### config.mk
export PLATFORM = sky130hd
export DESIGN_NAME = mmmt_front
export DESIGN_NICKNAME = d
export VERILOG_FILES = /design/src/rtl/mmmt_pkg.sv /design/src/rtl/mmmt_front.sv
export SDC_FILE = /design/constraint.sdc
export NUM_CORES = 1
export LEC_CHECK = 0
export BUFFER_PORTS_ARGS = -buffer_cell sky130_fd_sc_hd__buf_2
export CORE_MARGIN = 2
export CORE_UTILIZATION = 41
export DETAILED_ROUTE_END_ITERATION = 7
export GPL_ROUTABILITY_DRIVEN = 0
export GPL_TIMING_DRIVEN = 0
export PLACE_DENSITY = 0.86
export SYNTH_ARGS = -nofsm -noshare
export SYNTH_HDL_FRONTEND = slang
export SYNTH_SLANG_ARGS = --single-unit
### constraint.sdc
create_clock -name i_clk -period 4 [get_ports i_clk]
set_clock_uncertainty 0.05 [all_clocks]
set_input_delay 0.2 -clock i_clk [delete_from_list [all_inputs] [get_ports i_clk]]
set_output_delay 0.2 -clock i_clk [all_outputs]
set_load 0.03 [all_outputs]
### src/rtl/mmmt_pkg.sv
package mmmt_pkg;

    // field widths fixed by the item format
    localparam int ID_W       = 7;
    localparam int DATA_W     = 32;
    localparam int SUM_W      = 64;

    // default table size and queue depth
    localparam int TABLE_ENTRIES_DEF = 64;
    localparam int QUEUE_DEPTH       = 2;

    // the quotient always fits in 32 bits, so the divider retires one bit per step
    localparam int DIV_STEPS = 32;
    localparam int DIV_CNT_W = $clog2(DIV_STEPS);

    // item kinds
    localparam logic KIND_CREATE = 1'b0;
    localparam logic KIND_RECORD = 1'b1;

    typedef enum logic [1:0] {
        ST_OK      = 2'd0,
        ST_UNKNOWN = 2'd1,
        ST_FULL    = 2'd2,
        ST_SAT     = 2'd3
    } t_status;

    // classified command handed from front to back
    typedef enum logic [1:0] {
        OP_CREATE  = 2'd0,
        OP_RECORD  = 2'd1,
        OP_FULL    = 2'd2,
        OP_UNKNOWN = 2'd3
    } t_op;

    typedef enum logic [2:0] {
        BS_IDLE,
        BS_UPDATE,
        BS_PREP,
        BS_DIV,
        BS_DONE
    } t_back_state;

    typedef struct packed {
        logic                     kind;
        logic [ID_W-1:0]          entry_id;
        logic signed [DATA_W-1:0] sample;
    } t_in;

    typedef struct packed {
        t_status                  status;
        logic [ID_W-1:0]          given_id;
        logic signed [DATA_W-1:0] minimum;
        logic signed [DATA_W-1:0] maximum;
        logic signed [DATA_W-1:0] mean;
        logic [DATA_W-1:0]        samples_seen;
    } t_out;

    typedef struct packed {
        t_op                      op;
        logic [ID_W-1:0]          given_id;
        logic signed [DATA_W-1:0] sample;
    } t_cmd;

    // one table entry as stored
    typedef struct packed {
        logic signed [DATA_W-1:0] minimum;
        logic signed [DATA_W-1:0] maximum;
        logic signed [SUM_W-1:0]  sum;
        logic [DATA_W-1:0]        count;
    } t_entry;

endpackage

### src/rtl/mmmt_front.sv
module mmmt_front
    import mmmt_pkg::*;
#(
    parameter int TABLE_ENTRIES = TABLE_ENTRIES_DEF,
    localparam int IDX_W = (TABLE_ENTRIES > 1) ? $clog2(TABLE_ENTRIES) : 1
) (
    input  logic             i_clk,
    input  logic             i_rst_n,
    input  logic             i_in_valid,
    input  t_in              i_in_data,
    output logic             o_in_stall,
    input  logic             i_full,
    output logic             o_push,
    output t_cmd             o_cmd,
    output logic [IDX_W-1:0] o_index
);

    localparam int CNT_W = $clog2(TABLE_ENTRIES + 1);
    localparam int CMP_W = (CNT_W > ID_W) ? CNT_W : ID_W;

    logic [CNT_W-1:0] r_in_use;
    logic [CNT_W-1:0] n_in_use;
    logic [CMP_W-1:0] in_use_ext;
    logic [CMP_W-1:0] next_id_ext;
    logic [CMP_W-1:0] id_ext;
    logic [CMP_W-1:0] id_m1;
    logic             table_full;
    logic             id_unknown;

    assign o_in_stall = i_full;
    assign o_push     = i_in_valid && !i_full;

    // id checks against the allocation count
    always_comb begin
        in_use_ext  = CMP_W'(r_in_use);
        next_id_ext = in_use_ext + CMP_W'(1);
        id_ext      = CMP_W'(i_in_data.entry_id);
        id_m1       = id_ext - CMP_W'(1);
        table_full  = (r_in_use == CNT_W'(TABLE_ENTRIES));
        id_unknown  = (i_in_data.entry_id == '0) || (id_ext > in_use_ext);
    end

    // classify the transaction
    always_comb begin
        n_in_use       = r_in_use;
        o_cmd.sample   = i_in_data.sample;
        o_cmd.given_id = '0;
        o_index        = id_m1[IDX_W-1:0];
        if (i_in_data.kind == KIND_CREATE) begin
            o_index = r_in_use[IDX_W-1:0];
            if (table_full) begin
                o_cmd.op = OP_FULL;
            end else begin
                o_cmd.op       = OP_CREATE;
                o_cmd.given_id = next_id_ext[ID_W-1:0];
                n_in_use       = r_in_use + CNT_W'(1);
            end
        end else if (id_unknown) begin
            o_cmd.op = OP_UNKNOWN;
        end else begin
            o_cmd.op = OP_RECORD;
        end
    end

    // allocation counter
    always_ff @(posedge i_clk) begin
        if (!i_rst_n) begin
            r_in_use <= '0;
        end else if (o_push) begin
            r_in_use <= n_in_use;
        end
    end

endmodule

==> metrics.txt, run 1 <==
Synth cell types=30; pin count of the biggest net entering global routing=11; Placement Cell Area=1385 um^2; syn nets=199; register area share after synthesis=0.1332; Req. time, crit path=3.75 ns; hold path depth=3; DRC Markers=0; fin area=1411 um^2; most used cell along the critical path=a21oi_1; reg2reg setup slack=2.18 ns; die footprint=2988 um^2; largest cells by area after synthesis=buf_4, dfxtp_1, ha_1, xnor2_1, a21oi_1; Inst Count DP=233; CP Launch Point=in_use_ext[2]; r2r endpoint=in_use_ext[2]; Largest register FFs=7; PortBufs=59; EDFF count, synth=0; top cell type by total area after synthesis=buf_4; leakage=0.7472 nW; PwrDens=195.5 nW/um^2; crit path time final=2.152 ns; IO Count=93; Vias/cell=4.591; setup_tns=0 ns; Setup crit start kind=flop; Inserted Clock Buffers=3; number of max-cap violations=0; antenna violations before repair=0; Clk Latency, worst-skew pair=0.25 ns; most common cell after layout, fill and taps aside=buf_2; fmax=0.4647 GHz; R2R cell count=6; worst slew pin tran=0.4985 ns; core footprint=2455 um^2; CTS tree=built; die width=54.66 um; Setup Crit Path Kind=reg2out; count of final setup violators=0; Buf+Inv Stages, Crit Path=2; share of layout cells above drive strength 1=0.4831; Synth Instances=144; # Post-CTS Setup Buffers=0; RR Startpoint=in_use_ext[0]; hpwl dp=1953 um; ratio of final minimum period to clock period=0.5380; cts repair resizes=0; status=completed; Post-Route WL=2320 um; clock slew at reported path FFs=0.05 ns; number of global-route vias before repair=805; Peak supply drop=183.1 uV; top_reg_cell synth=dfxtp_1; Antenna Violating Nets Remaining=0; fin util=0.5749; critical path, cell by cell=inv_1 > ha_1 > a21oi_1 > a21oi_1 > o22ai_1 > a31oi_1 > buf_2; Antenna Cells=0; final hold violation count=0; Initial Util=0.4286; Clock Sink Count=7; most frequent cells in the layout=buf_2, buf_4, nor2_1; # rows=18; Avg Inst Size Synth=7.307 um^2; Worst setup EP type=output pin; Die Y=54.66 um; crit path DAT=1.90 ns; slowest CP cell=dfxtp_1; worst hold path startpoint=i_rst_n; Layout Cells excl Fill=237; DR iter-0 viols=19; Synth Register Bits=7; final-stage net count=263; 1st-pass router iterations=4; Synth top area share=0.2426; Slew Viols, Final=0; Hold Path Class=in2reg; biggest cell delay along the critical path=0.45 ns; Root Driver=clkbuf_4; Total GRT Usage=0.1469; hold endpoint=in_use_ext[1]; area growth from synthesis to layout=34.13%; Post-synth ARST share=0; RSZ-0062 raised after global routing=no; Final Total Pwr=0.2760 mW; Slew HR=0.6671; global-route wire length before repair=3236 um; critical path peak fanout=7; DR vias=1088; routed wire length per instance=9.789 um; CTS H-tree lvls=1; Syn. warnings=0; Overflow after GRT=0; # hold bufs at CTS=0; CP delay by family, top=compound AO/OA/AOI/OAI gates; CTS Buffer Depth=2; Netlist Area Pre-Place=1052 um^2
synth_stat cells, drive strengths merged, types with 2 or more instances:
| library cell | count |
|---|---|
| a21oi | 13 |
| and3 | 2 |
| buf | 36 |
| clkbuf | 2 |
| dfxtp | 7 |
| ha | 11 |
| inv | 11 |
| nand2 | 7 |
| nand3 | 4 |
| nand3b | 3 |
| nor2 | 16 |
| nor3 | 2 |
| nor4 | 2 |
| o31ai | 3 |
| xnor2 | 11 |
worst max path at each step:
stage | end | slack [ns] | cells past startpoint
6_report | o_cmd[40] | 1.85 | 7
5_1_grt | o_cmd[40] | 1.70 | 7
4_1_cts | o_cmd[40] | 1.84 | 7
3_5_place_dp | o_cmd[40] | 2.12 | 5
3_3_place_gp | o_cmd[40] | 2.10 | 5
2_1_floorplan | o_cmd[40] | 2.09 | 3
final cells by class:
cell class / instances / area, um^2
buffer: 38 / 272.8
clock buffer: 4 / 26.28
fill: 251 / 1044
inverter: 11 / 41.29
multi-input combinational: 88 / 598.1
sequential: 7 / 140.1
tap: 30 / 37.54
timing repair buffer: 59 / 295.3
power breakdown:
part	leakage (nW)	internal (mW)	switching (mW)	total, mW
logic	0.676	0.0549	0.0865	0.141
clock network	0.0150	0.0380	0.0245	0.0624
registers	0.0565	0.0706	0.00155	0.0722
total	0.747	0.163	0.112	0.276
tightest hold or removal path: stages:
cell	delay, ns
buf_2	0.11
nand3_1	0.07
o31ai_1	0.06
kinds of logic (layout without fill, tap and decap cells):
family | after synthesis | count (layout) | share of synthesized area
AO/OA/AOI/OAI | 21 | 21 | 0.1189
XOR/XNOR | 12 | 12 | 0.09988
adder cells (fa/ha/maj) | 11 | 11 | 0.1308
buffers and inverters | 49 | 112 | 0.2985
flip-flops | 7 | 7 | 0.1332
multiplexers | 1 | 1 | 0.009513
AND/OR/NAND/NOR | 43 | 43 | 0.2093
per-stage QoR:
| stage | worst slack (ns) | hold WS [ns] |
|---|---|---|
| after floorplan | 2.093 | 0.2907 |
| after global placement | 2.099 | 0.4209 |
| after detailed placement | 2.119 | 0.4343 |
| after CTS | 1.836 | 0.1739 |
| after global routing | 1.702 | 0.1926 |
| final | 1.848 | 0.1799 |
routing by layer:
metal	share of wire	global-route usage	vias up
li1	-	-	573
met1	0.41	0.1781	467
met2	0.51	0.2639	48
met3	0.085	0.03825	0
met4	0	0.01667	0
met5	0	0	-
(Power assumes the default switching activity.)
==> run 2: changes to the inputs <==
CORE_UTILIZATION = 34   (was 41)
PLACE_DENSITY = 0.77   (was 0.86)
clock period = 1.86 ns   (was 4 ns; I/O delays follow)
==> metrics.txt, run 2 (synthesis gave the netlist of run 1 again) <==
Overflow after GRT=0 (unchanged); DR vias=1125 (+3.4%); clock share of power=0.222 (-0.004); crit path time final=1.885 ns; CTS tree=built; Total GRT Usage=0.1356 (-0.01132); Register Area=155.1 um^2 (+11%); CTS Buffer Depth=2 (unchanged); DRC Markers=0 (unchanged); ratio of final minimum period to clock period=1.013; most frequent cells in the layout=buf_2, buf_4, nor2_1; global-route wire length before repair=3753 um (+16%); Vias/cell=4.611 (+0.43%); Inserted Clock Buffers=3 (unchanged); Reg power frac=0.252 (-0.010); met2 WL=1267 um (+8.1%); Slew Viols, Final=0 (unchanged); area growth from synthesis to layout=46.25%; failing checks=setup timing; Setup crit start kind=flop; Peak supply drop=172.1 uV (-6.0%); Antenna Cells=0 (unchanged); CTS H-tree lvls=1 (unchanged); PortBufs=59 (unchanged); final worst setup slack=-0.02475 ns (-1.873 ns); Initial Util=0.3504 (-0.07823); antenna violations before repair=0 (unchanged); multi-input logic area=661.9 um^2 (+11%); crit path DAT=1.74 ns (-0.16 ns); leakage=0.7858 nW (+5.2%); pre-CTS WS=0.07991 ns (-2.039 ns); die width=59.63 um (+9.1%); Setup Crit Path Kind=reg2out; Inst Count DP=236 (+1.3%); final hold violation count=0 (unchanged); Layout Cells excl Fill=244 (+3.0%); Antenna Violating Nets Remaining=0 (unchanged); 1st-pass router iterations=4 (unchanged); final-stage net count=267 (+1.5%); RSZ-0062 raised after global routing=yes; worst slew pin tran=0.4880 ns (-0.01049 ns); Hold Path Class=in2reg; Post-Route WL=2555 um (+10%); Slew HR=0.6741 (+0.007007); # rows=20 (+2); core footprint=3003 um^2 (+22%); pin count of the biggest net entering global routing=11 (unchanged); number of global-route vias before repair=923 (+15%); Placement Cell Area=1389 um^2 (+0.27%); Die Y=59.63 um (+9.1%); Clk Latency, worst-skew pair=0.25 ns (about the same); count of final setup violators=1 (+1); most common cell after layout, fill and taps aside=buf_2; Int Pwr=0.3560 mW (+120%); die footprint=3556 um^2 (+19%); Worst setup EP type=output pin; DR iter-0 viols=22 (+3); Logic pwr share=0.526 (+0.014); routed wire length per instance=10.47 um (+7.0%); Root Driver=clkbuf_4; clock slew at reported path FFs=0.05 ns (about the same); IO Count=93 (unchanged); Net Sw Frac=0.4097 (+0.002115); Clock Sink Count=7 (unchanged); fmax=0.5306 GHz; Largest register FFs=7 (unchanged); number of max-cap violations=0 (unchanged); fin area=1539 um^2 (+9.0%); hpwl dp=2050 um (+5.0%); critical path peak fanout=4 (-3); Highest Signal Layer=met3; fill cell count=293 (+17%); status=finished, violations left; PwrDens=391.8 nW/um^2 (+100%); met1 WL=1077 um (+13%); P_sw=0.2471 mW (+120%); met3 wire len=209 um (+5.6%); Req. time, crit path=1.72 ns (-2.03 ns); share of layout cells above drive strength 1=0.5687 (+0.08563)
run 2: per-stage QoR:
stage               TNS (ns)    util  hold WS [ns]  power, mW
floorplan                  0       -        0.1837     0.3862
global placement           0  0.4625        0.3135     0.4606
detailed placement         0  0.4625        0.3232     0.4645
CTS                 -0.07717  0.5000       0.06645     0.6054
global route         -0.1843  0.5125       0.06968     0.6464
finish              -0.02475  0.5125       0.07279     0.6030
run 2: what timing repair did:
| item | in CTS | in global routing |
|---|---|---|
| pin swaps | 4 | 3 |
| hold buffers | 0 | 0 |
| resized for setup | 17 | 9 |
| endpoints found under the setup margin | 8 | 8 |
| buffers inserted | 3 | 1 |
run 2: layout make-up:
type / count / area share
flip-flops and latches: 7 / 0.1008
inverters: 11 / 0.02683
plain buffers: 38 / 0.1854
clock buffers: 4 / 0.01707
repair buffers: 63 / 0.2130
multi-input cells: 88 / 0.4301
well taps: 33 / 0.02683
run 2: critical path, stage by stage, from the launching register on:
cell and delay, ns:
dfxtp_2 0.32, buf_6 0.11, inv_1 0.07, ha_4 0.27, nand4_1 0.12, a21oi_2 0.13
o22ai_1 0.09, a31oi_1 0.20, buf_4 0.19
run 2: worst paths after layout:
| check | start | endpoint | slack [ns] | cells after the start |
|---|---|---|---|---|
| worst min-delay path | i_rst_n | in_use_ext[2] | 0.07 | 3 |
| worst max register to register | in_use_ext[0] | in_use_ext[2] | 0.20 | 6 |
| worst max-delay path | in_use_ext[4] | o_cmd[40] | -0.02 | 8 |
| worst min register to register | in_use_ext[6] | in_use_ext[6] | 0.45 | 2 |
run 2: per-layer routing:
metal,vias up,global-route usage
met5,-,0
met4,0,0.01587
met3,0,0.03275
met2,51,0.2622
met1,494,0.1522
li1,580,-
run 2: power by group through the flow:
stage / clock network (mW) / registers [mW] / logic (mW)
2_1_floorplan: 0 / 0.157 / 0.229
3_3_place_gp: 0 / 0.158 / 0.302
3_5_place_dp: 0 / 0.158 / 0.306
4_1_cts: 0.140 / 0.152 / 0.313
5_1_grt: 0.154 / 0.152 / 0.341
6_report: 0.134 / 0.152 / 0.317
