File: config.mk
export PLATFORM = sky130hd
export DESIGN_NAME = mmmt_queue
export DESIGN_NICKNAME = d
export VERILOG_FILES = /design/src/rtl/mmmt_pkg.sv /design/src/rtl/mmmt_queue.sv
export SDC_FILE = /design/constraint.sdc
export NUM_CORES = 1
export LEC_CHECK = 0
export ABC_AREA = 1
export BUFFER_PORTS_ARGS = -buffer_cell sky130_fd_sc_hd__buf_2
export CAP_MARGIN = 5
export CORE_UTILIZATION = 49
export CTS_BUF_LIST = sky130_fd_sc_hd__clkbuf_8 sky130_fd_sc_hd__clkbuf_16
export CTS_CLUSTER_SIZE = 28
export DETAILED_ROUTE_END_ITERATION = 10
export GPL_ROUTABILITY_DRIVEN = 0
export PLACE_DENSITY_LB_ADDON = 0.2
export SYNTH_ARGS = -nofsm -noshare
export SYNTH_HDL_FRONTEND = slang
export SYNTH_SLANG_ARGS = --single-unit
File: constraint.sdc
create_clock -name i_clk -period 1.5 [get_ports i_clk]
set_input_delay 0.3 -clock i_clk [delete_from_list [all_inputs] [get_ports i_clk]]
set_output_delay 0.3 -clock i_clk [all_outputs]
set_load 0.02 [all_outputs]
File: src/rtl/mmmt_pkg.sv
package mmmt_pkg;

    // field widths fixed by the item format
    localparam int ID_W       = 7;
    localparam int DATA_W     = 32;
    localparam int SUM_W      = 64;

    // default table size and queue depth
    localparam int TABLE_ENTRIES_DEF = 64;
    localparam int QUEUE_DEPTH       = 2;

    // the quotient always fits in 32 bits, so the divider retires one bit per step
    localparam int DIV_STEPS = 32;
    localparam int DIV_CNT_W = $clog2(DIV_STEPS);

    // item kinds
    localparam logic KIND_CREATE = 1'b0;
    localparam logic KIND_RECORD = 1'b1;

    typedef enum logic [1:0] {
        ST_OK      = 2'd0,
        ST_UNKNOWN = 2'd1,
        ST_FULL    = 2'd2,
        ST_SAT     = 2'd3
    } t_status;

    // classified command handed from front to back
    typedef enum logic [1:0] {
        OP_CREATE  = 2'd0,
        OP_RECORD  = 2'd1,
        OP_FULL    = 2'd2,
        OP_UNKNOWN = 2'd3
    } t_op;

    typedef enum logic [2:0] {
        BS_IDLE,
        BS_UPDATE,
        BS_PREP,
        BS_DIV,
        BS_DONE
    } t_back_state;

    typedef struct packed {
        logic                     kind;
        logic [ID_W-1:0]          entry_id;
        logic signed [DATA_W-1:0] sample;
    } t_in;

    typedef struct packed {
        t_status                  status;
        logic [ID_W-1:0]          given_id;
        logic signed [DATA_W-1:0] minimum;
        logic signed [DATA_W-1:0] maximum;
        logic signed [DATA_W-1:0] mean;
        logic [DATA_W-1:0]        samples_seen;
    } t_out;

    typedef struct packed {
        t_op                      op;
        logic [ID_W-1:0]          given_id;
        logic signed [DATA_W-1:0] sample;
    } t_cmd;

    // one table entry as stored
    typedef struct packed {
        logic signed [DATA_W-1:0] minimum;
        logic signed [DATA_W-1:0] maximum;
        logic signed [SUM_W-1:0]  sum;
        logic [DATA_W-1:0]        count;
    } t_entry;

endpackage

File: src/rtl/mmmt_queue.sv
module mmmt_queue
    import mmmt_pkg::*;
#(
    parameter int WIDTH = 8,
    parameter int DEPTH = QUEUE_DEPTH
) (
    input  logic             i_clk,
    input  logic             i_rst_n,
    input  logic             i_push,
    input  logic [WIDTH-1:0] i_data,
    output logic             o_full,
    output logic             o_valid,
    input  logic             i_pop,
    output logic [WIDTH-1:0] o_data
);

    localparam int PTR_W = (DEPTH > 1) ? $clog2(DEPTH) : 1;
    localparam int CNT_W = $clog2(DEPTH + 1);

    logic [WIDTH-1:0] r_slot [DEPTH];
    logic [PTR_W-1:0] r_wr_ptr;
    logic [PTR_W-1:0] r_rd_ptr;
    logic [CNT_W-1:0] r_count;

    assign o_full  = (r_count == CNT_W'(DEPTH));
    assign o_valid = (r_count != '0);
    assign o_data  = r_slot[r_rd_ptr];

    // slot storage
    always_ff @(posedge i_clk) begin
        if (i_push) begin
            r_slot[r_wr_ptr] <= i_data;
        end
    end

    // pointers and fill count
    always_ff @(posedge i_clk) begin
        if (!i_rst_n) begin
            r_wr_ptr <= '0;
            r_rd_ptr <= '0;
            r_count  <= '0;
        end else begin
            if (i_push) begin
                r_wr_ptr <= (r_wr_ptr == PTR_W'(DEPTH - 1)) ? '0 : r_wr_ptr + PTR_W'(1);
            end
            if (i_pop) begin
                r_rd_ptr <= (r_rd_ptr == PTR_W'(DEPTH - 1)) ? '0 : r_rd_ptr + PTR_W'(1);
            end
            if (i_push && !i_pop) begin
                r_count <= r_count + CNT_W'(1);
            end else if (i_pop && !i_push) begin
                r_count <= r_count - CNT_W'(1);
            end
        end
    end

    a_no_overflow: assert property (@(posedge i_clk) disable iff (!i_rst_n)
        r_count <= CNT_W'(DEPTH))
        else $error("queue fill count above depth");

    a_pop_drains: assert property (@(posedge i_clk) disable iff (!i_rst_n)
        (i_pop && !i_push) |=> (r_count == $past(r_count) - CNT_W'(1)))
        else $error("queue pop did not drain an entry");

endmodule

==> summary.md, run 1 <==
| Metric | Value |
|---|---|
| Outcome | `finished, violations left` |
| Failing checks | `DRC` |
| Post-synth top area share | `57.1%` |
| I/O Pins | `22` |
| Max-cap viol count | `0` |
| Hold_buf cts | `0` |
| Leak Pwr | `0.000487 uW` |
| Rel. slew slack | `76.8%` |
| Worst slew pin tran | `0.348 ns` |
| DRC | `2` |
| Critical path buffer and inverter count | `2` |
| Overall routing resource usage | `around 14%` |
| CTS buffer count | `3` |
| Largest buffer count on any clock path | `2` |
| Final std cells w/o fill | `just over 100` |
| Cell taking the most area after synthesis | `edfxtp_1` |
| Gr ovfl total | `0` |
| Final Setup Violations | `0` |
| Fin. Hold Viols | `0` |
| Yosys warning count | `0` |
| Post-synth EDFFs | `16` |
| Post-route ant nets | `0` |
| CP cell instances | `buf_6, mux2_4, buf_6` |
| Startpoint Class | `flop` |
| Worst stage delay on the critical path | `roughly 0.34 ns` |
| Ys async rst share | `0%` |
| Vias | `around 480` |
| Post-Route Skew | `0.00445 ns` |
| Seq cells post-synth | `21` |
| Period minus WS final | `1.47 ns` |
| CP required | `1.20 ns` |
| Rows | `14` |
| Worst IR drop on VDD | `a little under 700 uV` |
| Placed cell area | `around 980 um2` |
| Worst path most repeated cell | `buf_6` |
| Post-synthesis sequential area ratio | `68.9%` |
| Via density | `4.69` |
| Die Height | `43.5 um` |
| First-pass GRT wire length | `between 1500 and 2000 um` |
| Clk slew on worst S/H paths | `0.07 ns` |
| Syn_area_per_cell | `14.0 um2` |
| Vias in the first global route | `437` |
| Synth-to-Final Area Change | `27.0%` |
| Initial antenna violation count | `0` |
| Drt initial violations | `18` |
| Main synth FF type | `edfxtp_1` |
| Distinct cells, synth | `14` |
| Post-Synthesis Cell Area | `~840 um2` |
| Pwr Total | `1240 uW` |
| Hold Path Class | `primary input to flop` |
| Final instance area | `1070 um2` |
| Final #Nets | `101` |
| Max-slew violations | `0` |
| Core footprint | `between 1500 and 2000 um2` |
| Share of post-route cells with drive strength above 1 | `44.8%` |
| Slowest cell on crit path | `dfxtp_2` |
| Crit share post-route | `between 90% and 100%` |
| Initial core utilization | `54.0%` |
| Final WL | `1170 um` |
| TritonCTS Sinks | `21` |
| Largest cells by area after synthesis | `edfxtp_1, mux2_4, dfxtp_1, nand2_1, nor2_1` |
| Root buffer cell | `clkbuf_8` |
| Final HPWL DP | `892 um` |
| Largest net degree at the start of global routing | `13` |
| Synth Instances | `60` |
| Family with the most delay on the worst path | `flip-flops` |
| Die footprint | `1890 um2` |
| Commonest cells post-synth | `edfxtp_1, mux2_4, nand2_1, nor2_1, inv_1` |
| Input/output buffers | `21` |
| Avg WL per Cell | `11.3 um` |
| CTS tree | `yes` |
| CP endpoint kind | `output port` |
| CTS H-tree depth | `1` |
| RSZ-0062 raised after global routing | `yes` |
| Fmax | `0.681 GHz` |
| Top-count cell post-synth | `edfxtp_1` |
| Ant. Diodes | `0` |
| Setup Fix Bufs, Post-CTS | `0` |
| Syn Nets | `73` |
| Worst-Skew Late Latency | `0.25 ns` |
| Fillers | `117` |
| Die X | `43.5 um` |
| Placed cell count | `99` |
| Initial DRT Pass Iterations | `7` |
| Pwr per Cell Area | `1160 nW/um2` |
| WP data arrival | `1.17 ns` |
| CP Class | `flop to output port` |
| Critical Path Fanout Max | `6` |
==> power by group <==
group | switching [uW] | internal (uW) | leakage (uW)
sequential | 13.9 | 664 | 0.000192
clock | 168 | 184 | 0.0000255
combinational | 104 | 102 | 0.000269
total | 286 | 951 | 0.000487
==> timing repair <==
action                     4_1_cts  5_1_grt
hold endpoints to repair         0        0
setup endpoints to repair        6        8
resized for setup                2       13
==> per-stage QoR <==
stage	utilization [%]	hold slack (ns)	TNS, ns	worst slack [ns]
after detailed placement	62.8	0.492	0	0.253
after floorplan	-	0.399	0	0.418
after global routing	68.6	0.220	-0.0703	-0.0105
after CTS	66.1	0.223	0	0.00596
final	68.6	0.231	0	0.0318
after global placement	62.8	0.476	0	0.278
==> worst register-to-register path, delay by kind of cell, from the launching register on <==
family / cells / cell delay, ns
flip-flops: 1 / 0.34
buffers and inverters: 1 / 0.27
AND/OR/NAND/NOR: 1 / 0.07
==> path summary, 6_finish.rpt <==
kind                         start                endpoint  slack [ns]  cells past startpoint
min                      i_data[0]  r_slot[1][0]$_DFFE_PP_        0.23                      1
max                           flop               o_data[0]        0.03                      3
min reg2reg  r_wr_ptr$_SDFFE_PN0P_   r_wr_ptr$_SDFFE_PN0P_        0.51                      2
max reg2reg  r_wr_ptr$_SDFFE_PN0P_  r_slot[1][6]$_DFFE_PP_        0.48                      2
==> sequential cells by signal (all words and copies together) (netlist names), named ones only <==
signal	cells
r_count	2
r_wr_ptr	1
r_rd_ptr	1
r_slot	16
==> kinds of logic after synthesis <==
kind of cell	after synthesis	synth area share, %
buffers and inverters	9	4.90
adder cells (fa/ha/maj)	1	1.49
flip-flops	21	68.9
AND/OR/NAND/NOR	19	9.21
AO/OA/AOI/OAI	2	1.19
multiplexers	8	14.3
==> cells in the final DEF, fill, tap and decap left out <==
cell	synthesis	final
nand2_2	1	1
dfxtp_2	0	1
nand3_1	1	1
clkbuf_8	0	3
clkinv_2	0	1
nand2_1	8	8
mux2_4	8	8
buf_2	0	14
nor2_1	8	8
buf_6	1	7
edfxtp_1	16	16
nand4_1	1	1
ha_1	1	1
dfxtp_1	5	4
buf_4	0	3
a21oi_1	1	1
inv_1	7	7
o21ai_0	1	1
inv_2	1	1
==> cell type report <==
class	instances	area (um2)	area share (%)
Clock buffer	3	41.3	3.86
Clock inverter	1	5.00	0.468
Inverter	8	30.0	2.81
Multi-Input combinational cell	30	220	20.6
Sequential cell	21	582	54.4
Tap cell	16	20.0	1.87
Timing Repair Buffer	24	171	16.0
==> routing by layer <==
layer  part of all wire [%]  track usage (%)
met1                     48             19.2
met5                      0                0
met3                    4.4             2.50
met2                     47             20.6
met4                   0.68             9.38
Note: power is estimated with default switching activity, not from simulation.
==> inputs of run 2 (changes only) <==
==> constraint.sdc (replaced) <==
create_clock -name i_clk -period 1.5 [get_ports i_clk]
set_input_delay 0.075 -clock i_clk [delete_from_list [all_inputs] [get_ports i_clk]]
set_output_delay 0.075 -clock i_clk [all_outputs]
set_load 0.02 [all_outputs]
==> run 2 against run 1 <==
The flow still finishes with violations (DRC). Worst setup slack better by 0.17 ns. Total power down 1.7%. Register-to-register slack about the same. Clock skew down 0.0035 ns. Final cell count up 2.9%. Via count up 5.4%. Fmax up 13%. Sequential power up 1%. Critical endpoint is now o_data[3]. Highest routed layer is now met3.
==> summary.md, run 2 (synthesized netlist as in run 1, its figures left out) <==
| Metric | Value |
|---|---|
| Outcome | `finished, violations left` |
| Failing checks | `DRC` |
| Share of post-route cells with drive strength above 1 | `about two fifths` |
| Placed cell area | `963 um2` |
| Hold Crit Depth | `1` |
| Largest net degree at the start of global routing | `13` |
| Rel. slew slack | `77.1%` |
| Die X | `43.5 um` |
| Pwr per Cell Area | `between 1000 and 1500 nW/um2` |
| Root buffer cell | `clkbuf_8` |
| Critical Path Fanout Max | `8` |
| Max-slew violations | `0` |
| Post-Route Skew | `0.000967 ns` |
| Crit share post-route | `around 87%` |
| Startpoint Class | `flop` |
| Final WL | `1230 um` |
| Setup Fix Bufs, Post-CTS | `0` |
| TritonCTS Sinks | `21` |
| Worst-Skew Late Latency | `0.25 ns` |
| Vias in the first global route | `518` |
| Max-cap viol count | `0` |
| Hold Path Class | `primary input to flop` |
| Post-route ant nets | `0` |
| Crit Reg-Reg Endpoint | `r_slot[1][6]$_DFFE_PP_` |
| Fin. Hold Viols | `0` |
| WP data arrival | `1.23 ns` |
| Worst stage delay on the critical path | `approximately 0.49 ns` |
| Final Util | `68.1%` |
| Final HPWL DP | `907 um` |
| Final Setup Violations | `0` |
| CTS tree | `yes` |
| First-pass GRT wire length | `2040 um` |
| CP endpoint kind | `output port` |
| Input/output buffers | `21` |
| Die Height | `43.5 um` |
| Core footprint | `around 1600 um2` |
| Reg2Reg Setup Slack | `0.49 ns` |
| Initial DRT Pass Iterations | `7` |
| Number of flip-flops in the largest register | `16` |
| Final instance area | `1060 um2` |
| Overall routing resource usage | `around 16%` |
| DRC | `2` |
| Leak Pwr | `0.000483 uW` |
| Worst slew pin tran | `roughly 0.34 ns` |
| Hold EP | `r_slot[0][5]$_DFFE_PP_` |
| Via density | `approximately 4.8` |
| Most common cell after layout, fill and taps aside | `buf_2` |
| Worst IR drop on VDD | `roughly 640 uV` |
| R2R depth | `2` |
| CP cell instances | `mux2_4, buf_2` |
| Rows | `14` |
| CP Class | `flop to output port` |
| Vias | `509` |
| Synth-to-Final Area Change | `26.0%` |
| Fillers | `128` |
| Avg WL per Cell | `11.6 um` |
| Die footprint | `1890 um2` |
| I/O Pins | `22` |
| CTS H-tree depth | `1` |
| RSZ-0062 raised after global routing | `no` |
| Gr ovfl total | `0` |
| Largest buffer count on any clock path | `2` |
| Period minus WS final | `between 1 and 1.5 ns` |
| Initial core utilization | `54.0%` |
| Sum Neg Setup Slack | `0 ns` |
| CTS buffer count | `3` |
| Clk slew on worst S/H paths | `~0.070 ns` |
| Top reg by flops | `r_slot` |
| Initial antenna violation count | `0` |
| Hold path start | `i_data[5]` |
| Slowest cell on crit path | `dfxtp_2` |
| FF-to-FF Start | `r_wr_ptr$_SDFFE_PN0P_` |
| Drt initial violations | `6` |
| Fmax | `0.768 GHz` |
| CP required | `1.42 ns` |
| Most frequent cells in the layout | `buf_2, edfxtp_1, mux2_4, nand2_1, nor2_1` |
| Biggest regs | `r_slot (16), r_count (2)` |
| Placed cell count | `97` |
| Final #Nets | `104` |
| Ant. Diodes | `0` |
| Final std cells w/o fill | `106` |
-- run 2: critical path: cells and delay by family, from the launching register on --
family	cells	cell delay, ns
flops	1	0.49
mux	1	0.33
buf+inv	1	0.16
-- run 2: how the worst max path moves through the flow --
stage,startpoint,cells after the start,to,slack [ns]
global placement,flop,2,o_data[2],0.32
global route,flop,2,o_data[4],0.14
floorplan,r_wr_ptr$_SDFFE_PN0P_,1,r_slot[0][0]$_DFFE_PP_,0.44
detailed placement,flop,2,o_data[3],0.29
finish,flop,2,o_data[3],0.20
CTS,flop,2,o_data[3],0.009
-- run 2: metrics by stage --
stage / setup slack (ns) / total power [uW] / hold WS [ns]
5_1_grt: 0.145 / 1280 / 0.00685
3_5_place_dp: 0.295 / 871 / 0.268
6_report: 0.198 / 1220 / 0.0170
3_3_place_gp: 0.316 / 864 / 0.264
2_1_floorplan: 0.442 / 814 / 0.174
4_1_cts: 0.00873 / 1230 / 0.000539
-- run 2: layout make-up --
cell class              instances  area (um2)  area share [%]
inverters                       8        30.0            2.83
well taps                      16        20.0            1.89
multi-input cells              30         220            20.8
repair buffers                 27         163            15.3
clock buffers                   3        41.3            3.89
clock inverters                 1        5.00           0.472
flip-flops and latches         21         582            54.8
-- run 2: per-layer routing --
metal  global-route usage [%]  wire length [um]  part of all wire, %
met1                     15.8               476                   39
met2                     28.2               676                   55
met3                     4.17                79                  6.4
met4                     12.5                 0                    0
met5                        0                 0                    0
-- run 2: power by group --
group	switching (uW)	internal, uW	leakage (uW)
combinational	94.1	85.9	0.000266
clock	166	184	0.0000255
sequential	20.9	665	0.000192
-- run 2: what timing repair did --
action,in CTS,in global routing
endpoints found under the hold margin,4,6
gates resized for setup,0,1
hold buffers,2,3
endpoints found under the setup margin,0,8
